--- src/hdl/rbvg_pkg.sv ---
// Shared types and constants for the range and bearing visibility gate.
// Holds the CORDIC arctangent table, register indexes and the result word layout.
// No dependencies.
package rbvg_pkg;

	localparam int TABLE_LEN   = 24;
	localparam int TABLE_IDX_W = 5;
	localparam int Z_W         = 32;
	localparam int ANGLE_W     = 16;
	localparam int RANGE_W     = 23;
	localparam int PRE_SHIFT   = 8;
	localparam int OUT_TDATA_W = 8;
	localparam int CFG_IDX_W   = 2;

	// atan(2^-i) scaled to 2^32 units per turn, rounded to nearest.
	localparam logic [Z_W-1:0] ATAN_TABLE [TABLE_LEN] = '{
		32'd536870912, 32'd316933406, 32'd167458907, 32'd85004756,
		32'd42667331,  32'd21354465,  32'd10680862,  32'd5340245,
		32'd2670163,   32'd1335087,   32'd667544,    32'd333772,
		32'd166886,    32'd83443,     32'd41722,     32'd20861,
		32'd10430,     32'd5215,      32'd2608,      32'd1304,
		32'd652,       32'd326,       32'd163,       32'd81
	};

	typedef enum logic [CFG_IDX_W-1:0] {
		REG_MIN_RANGE  = 2'd0,
		REG_MAX_RANGE  = 2'd1,
		REG_VIEW_WIDTH = 2'd2
	} cfg_reg_t;

	typedef struct packed {
		logic in_view;
		logic in_range;
		logic visible;
	} rbvg_result_t;

endpackage

--- src/hdl/rbvg_cordic_stage.sv ---
// One registered iteration of the vectoring CORDIC used for the bearing.
// Depends on rbvg_pkg for the arctangent table and the angle width.
// The stage advances only when its enable is high.
module rbvg_cordic_stage
	import rbvg_pkg::*;
#(
	parameter int CW   = 35,
	parameter int STEP = 0
) (
	input  logic                 clk,
	input  logic                 en,
	input  logic signed [CW-1:0] x_in,
	input  logic signed [CW-1:0] y_in,
	input  logic [Z_W-1:0]       z_in,
	output logic signed [CW-1:0] x_out,
	output logic signed [CW-1:0] y_out,
	output logic [Z_W-1:0]       z_out
);

	localparam logic [TABLE_IDX_W-1:0] IDX = TABLE_IDX_W'(STEP);
	localparam logic [Z_W-1:0] ANGLE = ATAN_TABLE[IDX];

	logic signed [CW-1:0] xs;
	logic signed [CW-1:0] ys;

	assign xs = x_in >>> STEP;
	assign ys = y_in >>> STEP;

	always_ff @(posedge clk) begin
		if (en) begin
			if (!y_in[CW-1]) begin
				x_out <= x_in + ys;
				y_out <= y_in - xs;
				z_out <= z_in + ANGLE;
			end else begin
				x_out <= x_in - ys;
				y_out <= y_in + xs;
				z_out <= z_in - ANGLE;
			end
		end
	end

endmodule

--- config.mk ---
export PLATFORM = sky130hd
export DESIGN_NAME = rbvg_cordic_stage
export DESIGN_NICKNAME = d
export VERILOG_FILES = /design/src/hdl/rbvg_pkg.sv /design/src/hdl/rbvg_cordic_stage.sv
export SDC_FILE = /design/constraint.sdc
export NUM_CORES = 1
export LEC_CHECK = 0
export ABC_CLOCK_PERIOD_IN_PS = 5800
export BUFFER_PORTS_ARGS = -buffer_cell sky130_fd_sc_hd__buf_2
export CAP_MARGIN = 40
export CELL_PAD_IN_SITES_DETAIL_PLACEMENT = 0
export CELL_PAD_IN_SITES_GLOBAL_PLACEMENT = 1
export CORE_MARGIN = 3
export CORE_UTILIZATION = 45
export CTS_CLUSTER_SIZE = 14
export DETAILED_ROUTE_END_ITERATION = 16
export GPL_TIMING_DRIVEN = 1
export PLACE_DENSITY_LB_ADDON = 0.08
export SLEW_MARGIN = 30
export SYNTH_ARGS = -nofsm -noshare
export SYNTH_HDL_FRONTEND = slang
export SYNTH_SLANG_ARGS = --single-unit
--- constraint.sdc ---
create_clock -name clk -period 5.8 [get_ports clk]
set_input_delay 0.29 -clock clk [delete_from_list [all_inputs] [get_ports clk]]
set_output_delay 0.29 -clock clk [all_outputs]
set_load 0.1 [all_outputs]
==> reports/qor.csv, run 1 <==
metric,value,unit
status,finished clean,
TritonCTS Buffers,9,
Final GP Congestion,0.8839,
post-synthesis cell count,1020,
CP Launch Point,x_in[2],
Vias/cell,5.619,
DRC viols,0,
drt total wl,26600,um
Fmax achieved,292.5,MHz
Tmin final,3.419,ns
number of synthesized flops with an enable pin,101,
maximum vdd drop,0.1940,mV
crit path max fanout,12,
Hold Path Origin,z_in[0],
# rows,51,
fraction of registers with async set/reset,0,%
CTS tree,yes,
initial DRC count,648,
routed len/inst,18.14,um
router iterations before antenna repair,5,
setup violators final,0,
final hold violation count,0,
Syn Std Cell Area,9009,um^2
port bufs,205,
slew margin rel.,48.72,%
register area share after synthesis,33.67,%
"commonest non-fill, non-tap cell in the layout",buf_2,
post-DP HPWL,20690,um
"delay-heaviest family, CP",compound AO/OA/AOI/OAI gates,
hold buffer count at cts,0,
largest net degree at the start of global routing,77,
worst hold path type,primary input to flop,
WHS Endpoint,z_out[0],
via count,8238,
synthesized area per cell,8.832,um^2
critical path's slowest cell,or4_1,
Power per Cell Area,301.9,nW/um^2
DIE WIDTH,147.5,um
vias in the first global route,7757,
Root Buffer,clkbuf_16,
Lkg Pwr,0.004738,uW
setup_tns,0,ns
most frequent cells in the layout,"buf_2, a21oi_1, ha_1, edfxtp_1, nor2_1",
Final nets,1405,
"non-filler cells, final",1466,
antenna violations before repair,0,
crit path DAT,3.52,ns
first-pass GRT wire length,41160,um
worst-margin pin slew,0.7681,ns
Worst path max stage delay,0.58,ns
height of the die,147.5,um
Placed Cells,1447,
RSZ-0062 raised after global routing,no,
hold path depth,1,
Most Frequent Cell on Critical Path,o21bai_1,
CP cell instances,"buf_2, inv_1, ha_1, o21bai_1, a211oi_2, nor4b_1, or4_1, a311o_1, a211oi_4, o21bai_1, mux2_4, xnor2_2",
post_cts resized,0,
H-tree level count,3,
postcts setup bufs,0,
Max-Cap Viols,0,
Worst Setup Start Kind,primary input,
Detail Route Antenna Nets,0,
die area,21750,um^2
Unique masters post-synth,67,
Buf/Inv on CP,2,
gr ovfl total,0,
fin crit share,58.94,%
total global-route track usage,23.57,%
core box area,19590,um^2
Initial Util,45.99,%
Max Root-Sink Buffers,2,
Crit Path Class,primary input to flop,
yosys warns,0,
CP Capture Type,flop,
syn_nets,1230,
share of cells above drive strength 1,20.08,%
"CTS clk-pin slew, worst paths",0.08,ns
CTS sink cnt,101,
IO Pins,206,
#FFs+latches synth,101,
Synth Flop Type,edfxtp_1,
Critical Path RT,5.90,ns
Area growth syn-to-layout,16.92,%
final slew viol count,0,
## stage by stage
step	util (%)	power [uW]	worst slack [ns]	area [um^2]	hold slack, ns
detailed placement	52.04	2571	2.048	10190	0.4684
global route	53.75	3322	2.188	10530	0.09457
global placement	52.04	2569	2.077	10190	0.4662
finish	53.77	3180	2.381	10530	0.1076
floorplan	-	2257	2.724	9009	0.3889
CTS	53.51	3190	2.423	10480	0.09787
## area by class of cell
| class | count | area [um^2] |
|---|---|---|
| Antenna cell | 1 | 2.502 |
| Clock buffer | 9 | 225.2 |
| Clock inverter | 7 | 62.56 |
| Fill cell | 1884 | 9057 |
| Inverter | 102 | 382.9 |
| Multi-Input combinational cell | 771 | 5396 |
| Sequential cell | 101 | 3033 |
| Tap cell | 265 | 331.6 |
| Timing Repair Buffer | 210 | 1099 |
## worst max path at each step
stage / slack (ns) / end / depth (start not counted)
2_1_floorplan: 2.72 / x_out[26] / 12
3_3_place_gp: 2.08 / x_out[26] / 12
3_5_place_dp: 2.05 / x_out[26] / 12
4_1_cts: 2.42 / x_out[26] / 12
5_1_grt: 2.19 / x_out[26] / 12
6_report: 2.38 / x_out[26] / 12
## sequential cells by signal (all words and copies together) (netlist names)
name / flops
x_out: 35
y_out: 34
z_out: 32
## cells by family after synthesis
family,after synthesis,synth area share [%]
buffers and inverters,148,6.431
flip-flops,101,33.67
adder cells (fa/ha/maj),106,15.06
multiplexers,18,2.055
XOR/XNOR,68,6.694
AND/OR/NAND/NOR,252,13.15
AO/OA/AOI/OAI,327,22.94
## Yosys cell counts, types with 13 or more instances
cell type  number  area share (%)
inv_1          96             4.0
nor2b_1        16             1.1
nor3_1         22             1.2
nor2_1         99             4.1
ha_1          102              14
edfxtp_1      101              34
xnor2_1        56             5.4
a21o_1         17             1.4
o21bai_1       22             1.8
o21ai_0        63             3.5
a21oi_1       123             6.8
o21a_1         13             1.1
clkbuf_1       25             1.0
mux2i_1        17             1.9
nand2_1        49             2.0
## report_power, final
group,internal (uW),leakage [uW],switching [uW]
Combinational,349,0.00361,1250
Sequential,941,0.000988,25.1
Clock,303,0.000145,310
Total,1590,0.00474,1590
## layer usage
layer  share of wire, %  vias to the layer above  global-route usage [%]
met5                  0                        -                       0
met2                 46                      310                   39.42
li1                   -                     3973                       -
met1                 45                     3915                   32.04
met4                2.1                        0                   6.244
met3                6.3                       40                   3.740
Note: power is estimated with default switching activity, not from simulation.
==> inputs of run 2 (changes only) <==
--- a/config.mk
+++ b/config.mk
@@ -5,13 +5,13 @@
 export SDC_FILE = /design/constraint.sdc
 export NUM_CORES = 1
 export LEC_CHECK = 0
-export ABC_CLOCK_PERIOD_IN_PS = 5800
+export ABC_CLOCK_PERIOD_IN_PS = 3000
 export BUFFER_PORTS_ARGS = -buffer_cell sky130_fd_sc_hd__buf_2
 export CAP_MARGIN = 40
 export CELL_PAD_IN_SITES_DETAIL_PLACEMENT = 0
 export CELL_PAD_IN_SITES_GLOBAL_PLACEMENT = 1
 export CORE_MARGIN = 3
-export CORE_UTILIZATION = 45
+export CORE_UTILIZATION = 38
 export CTS_CLUSTER_SIZE = 14
 export DETAILED_ROUTE_END_ITERATION = 16
 export GPL_TIMING_DRIVEN = 1
==> constraint.sdc (replaced) <==
create_clock -name clk -period 3 [get_ports clk]
set_input_delay 0.15 -clock clk [delete_from_list [all_inputs] [get_ports clk]]
set_output_delay 0.15 -clock clk [all_outputs]
set_load 0.1 [all_outputs]
==> run 2 against run 1 <==
Net effect: global-route usage down 0.61 points; sequential share of layout area down 3.9 points; power up 110%; die area up 18%; count of clock-buffer cells in the layout unchanged; critical path depth up 1; sequential power up 94%; hold slack worse by 0.012 ns; largest cell class unchanged; highest routed layer unchanged.
==> reports/qor.csv, run 2 (synthesized netlist as in run 1, its figures left out) <==
metric,value,unit
height of the die,160.0,um
status,finished clean,
worst setup margin,0.09837,ns
CP Capture Type,flop,
Crit. path cell count,13,
hold path depth,2,
vias in the first global route,8701,
Biggest register,x_out,
Fillers,2273,
H-tree level count,3,
Crit Path Class,primary input to flop,
final slew viol count,0,
Power per Cell Area,537.0,nW/um^2
via count,8826,
fin crit share,96.72,%
TritonCTS Buffers,9,
"Design Area, Final",12190,um^2
CTS tree,yes,
largest net degree at the start of global routing,44,
Design Power,6544,uW
worst hold path type,primary input to flop,
share of cells above drive strength 1,29.66,%
Most Frequent Cell on Critical Path,inv_1,
Antenna Cells,0,
Max-Cap Viols,0,
biggest registers after layout,"x_out (35), y_out (34), z_out (32)",
Hold Path Origin,z_in[29],
crit path max fanout,4,
IO Pins,206,
Final GP Congestion,0.9288,
DIE WIDTH,160.0,um
antenna violations before repair,0,
post-DP HPWL,24160,um
core box area,22980,um^2
total global-route track usage,22.96,%
storage element area,3033,um^2
Largest register FFs,35,
slew margin rel.,57.41,%
worst-margin pin slew,0.6380,ns
gr ovfl total,0,
Lkg Pwr,0.005682,uW
Area growth syn-to-layout,35.26,%
initial DRC count,642,
Max Root-Sink Buffers,2,
final hold violation count,0,
CP Launch Point,x_in[11],
maximum vdd drop,0.2756,mV
Tmin final,2.902,ns
router iterations before antenna repair,7,
final hold slack,0.09560,ns
Root Buffer,clkbuf_16,
CTS sink cnt,101,
setup violators final,0,
die area,25590,um^2
Post-Place Worst Slack,-0.3845,ns
Worst path max stage delay,0.55,ns
Area after DPL,11560,um^2
Fmax achieved,344.6,MHz
Buf/Inv on CP,4,
# rows,55,
Initial Util,39.19,%
port bufs,205,
CP cell instances,"buf_2, inv_1, ha_1, inv_1, a21oi_1, o311ai_0, or4_4, a311o_1, a211oi_4, buf_6, o21a_1, mux2i_1, xnor2_1",
first-pass GRT wire length,47180,um
crit path DAT,3.00,ns
drt total wl,30050,um
Worst Setup Start Kind,primary input,
DRC viols,0,
Vias/cell,5.155,
"CTS clk-pin slew, worst paths",0.07,ns
Final nets,1604,
"delay-heaviest family, CP",compound AO/OA/AOI/OAI gates,
routed len/inst,17.55,um
RSZ-0062 raised after global routing,no,
Detail Route Antenna Nets,0,
Critical Path RT,3.10,ns
most frequent cells in the layout,"buf_2, buf_4, a21oi_1, ha_1, edfxtp_1",
"commonest non-fill, non-tap cell in the layout",buf_2,
Multi-input gate area,5421,um^2
critical path's slowest cell,or4_4,
==> run 2: changes by cell type in the layout (fill, tap and decap cells not counted), sizes merged <==
cell and change:
buf +170, dlygate4sd3 +29, clkinvlp +1, clkinv +1, inv -2, diode -1
==> run 2: path summary, 6_finish.rpt <==
kind | to
worst max-delay path | x_out[32]
worst min-delay path | z_out[29]
==> run 2: through the flow <==
stage	cells	utilization (%)	TNS, ns
6_report	1712	53.02	0
5_1_grt	1712	53.02	0
4_1_cts	1710	52.85	0
3_5_place_dp	1665	50.28	-4.768
3_3_place_gp	1665	50.28	-4.125
2_1_floorplan	1020	-	0
==> run 2: power by group <==
part | internal [uW] | switching, uW | total [uW]
logic | 932 | 2510 | 3440
clock network | 589 | 640 | 1230
registers | 1820 | 55.1 | 1880
==> run 2: area by class of cell <==
cell class                      instances  share of cell area (%)
Multi-Input combinational cell        771                   44.49
Inverter                              102                   3.142
Tap cell                              313                   3.214
Clock inverter                          7                  0.5750
Timing Repair Buffer                  409                   21.84
Clock buffer                            9                   1.848
Sequential cell                       101                   24.89
==> run 2: what timing repair did <==
item,CTS,global route
endpoints found under the setup margin,2,8
gates resized for setup,1,7
buffers inserted,0,2
endpoints found under the hold margin,29,0
hold buffers,29,0
pin swaps,0,7
==> run 2: metal layers <==
layer	vias up	track usage, %	wire, um
met3	22	3.606	1922
met4	0	4.536	289
met5	-	0	0
met2	318	36.40	13270
li1	4379	-	-
met1	4107	33.33	14570
==> inputs of run 3 (changes only) <==
--- a/config.mk
+++ b/config.mk
@@ -15,7 +15,7 @@
 export CTS_CLUSTER_SIZE = 14
 export DETAILED_ROUTE_END_ITERATION = 16
 export GPL_TIMING_DRIVEN = 1
-export PLACE_DENSITY_LB_ADDON = 0.08
+export PLACE_DENSITY_LB_ADDON = 0.3
 export SLEW_MARGIN = 30
 export SYNTH_ARGS = -nofsm -noshare
 export SYNTH_HDL_FRONTEND = slang
==> run 3 against run 2 <==
Net effect: maximum frequency increased by 0.85%; via count rose by 0.27%; first-iteration DRC count up 9.3%; sequential share of layout area grew 0.17 points; design area decreased by 0.69%; sequential power hardly changed; worst setup slack gained 0.024 ns; hold slack better by 0.0078 ns; critical endpoint unchanged; highest routed layer unchanged.
==> reports/qor.csv, run 3 (synthesized netlist as in run 1, its figures left out) <==
metric,value,unit
clock power share,18.9,%
setup violators final,0,
worst-margin pin slew,0.5509,ns
final hold violation count,0,
worst hold path type,primary input to flop,
sequential share of power,28.7,%
crit path DAT,2.99,ns
die area,25590,um^2
CTS sink cnt,101,
TritonCTS Buffers,9,
core box area,22980,um^2
status,finished clean,
Crit Path Class,primary input to flop,
Max Root-Sink Buffers,2,
antenna violations before repair,0,
maximum vdd drop,0.3224,mV
Initial Util,39.19,%
Switching Share,49.02,%
routed len/inst,17.31,um
height of the die,160.0,um
crit path max fanout,4,
Vias/cell,5.209,
biggest registers after layout,"x_out (35), y_out (34), z_out (32)",
Area growth syn-to-layout,34.33,%
Biggest register,x_out,
router iterations before antenna repair,5,
"CTS clk-pin slew, worst paths",0.08,ns
port bufs,205,
share of cells above drive strength 1,29.08,%
DIE WIDTH,160.0,um
drt total wl,29400,um
P_int,3322,uW
Root Buffer,clkbuf_16,
Final nets,1591,
"commonest non-fill, non-tap cell in the layout",buf_2,
first-pass GRT wire length,46440,um
H-tree level count,3,
Design Power,6517,uW
Lkg Pwr,0.005623,uW
Worst Setup Start Kind,primary input,
Tmin final,2.877,ns
Detail Route Antenna Nets,0,
# rows,55,
postcts setup bufs,0,
total global-route track usage,22.40,%
Max-Cap Viols,0,
Critical Path RT,3.11,ns
vias in the first global route,8712,
via count,8850,
Largest register FFs,35,
CTS tree,yes,
final slew viol count,0,
DRC viols,0,
CP Capture Type,flop,
end of the critical path,x_out[32],
setup_tns,0,ns
Power per Cell Area,538.5,nW/um^2
slew margin rel.,63.22,%
largest net degree at the start of global routing,70,
switching power,3194,uW
most frequent cells in the layout,"buf_2, buf_4, a21oi_1, ha_1, edfxtp_1",
Fillers,2190,
IO Pins,206,
Final GP Congestion,0.9288,
gr ovfl total,0,
Fmax achieved,347.6,MHz
power share of the combinational group,52.4,%
fin crit share,95.91,%
CP Launch Point,x_in[0],
post-DP HPWL,23360,um
initial DRC count,702,
Antenna Cells,0,
run 3: worst min path at each step:
stage | endpoint | cells after the start | from | slack (ns)
after floorplan | z_out[0] | 0 | z_in[0] | 0.25
after global placement | z_out[16] | 1 | z_in[16] | 0.33
after detailed placement | z_out[16] | 1 | z_in[16] | 0.33
after CTS | z_out[29] | 2 | z_in[29] | 0.09
after global routing | z_out[29] | 2 | z_in[29] | 0.10
final | z_out[29] | 2 | z_in[29] | 0.10
run 3: stage by stage:
step                      util, %  setup slack, ns  cell area [um^2]  hold WS, ns  instances
final                       52.65           0.1228             12100       0.1034       1699
after global routing        52.65        -0.003630             12100       0.1022       1699
after CTS                   52.41         0.005737             12050      0.09294       1699
after detailed placement    49.86          -0.4182             11460       0.3281       1654
after global placement      49.86          -0.3232             11460       0.3266       1654
after floorplan                 -          0.06377              9009       0.2489       1020
run 3: routing by layer:
metal	wire length, um	global-route usage (%)	part of all wire (%)
met1	13870	32.13	47
met2	13260	35.99	45
met3	1854	3.424	6.3
met4	422	4.536	1.4
met5	0	0	0
run 3: area by class of cell:
cell class,count,area (um^2),share of cell area [%]
Multi-Input combinational cell,771,5449,45.03
Sequential cell,101,3033,25.06
Timing Repair Buffer,396,2551,21.08
Tap cell,313,391.6,3.236
Inverter,102,382.9,3.164
Clock buffer,9,225.2,1.861
Clock inverter,7,68.82,0.5687
run 3: power groups by stage:
stage	clock, uW	sequential [uW]	combinational [uW]
6_report	1230	1870	3410
5_1_grt	1310	1890	3610
4_1_cts	1260	1870	3400
3_5_place_dp	0	1900	3350
3_3_place_gp	0	1900	3350
2_1_floorplan	0	3370	997
run 3: critical path, stage by stage:
cell	delay (ns)
buf_2	0.13
ha_4	0.17
inv_2	0.05
fa_2	0.24
o21bai_4	0.08
a211oi_4	0.33
nor4b_4	0.11
or4_4	0.56
a311o_1	0.38
a211oi_4	0.26
buf_6	0.16
o21a_1	0.13
mux2i_1	0.08
xnor2_1	0.15
run 3: repair_timing:
action                                  4_1_cts  5_1_grt
pin swaps                                     2        5
endpoints found under the hold margin        29        0
hold buffers                                 29        0
endpoints found under the setup margin        5       13
gates resized for setup                       0       12
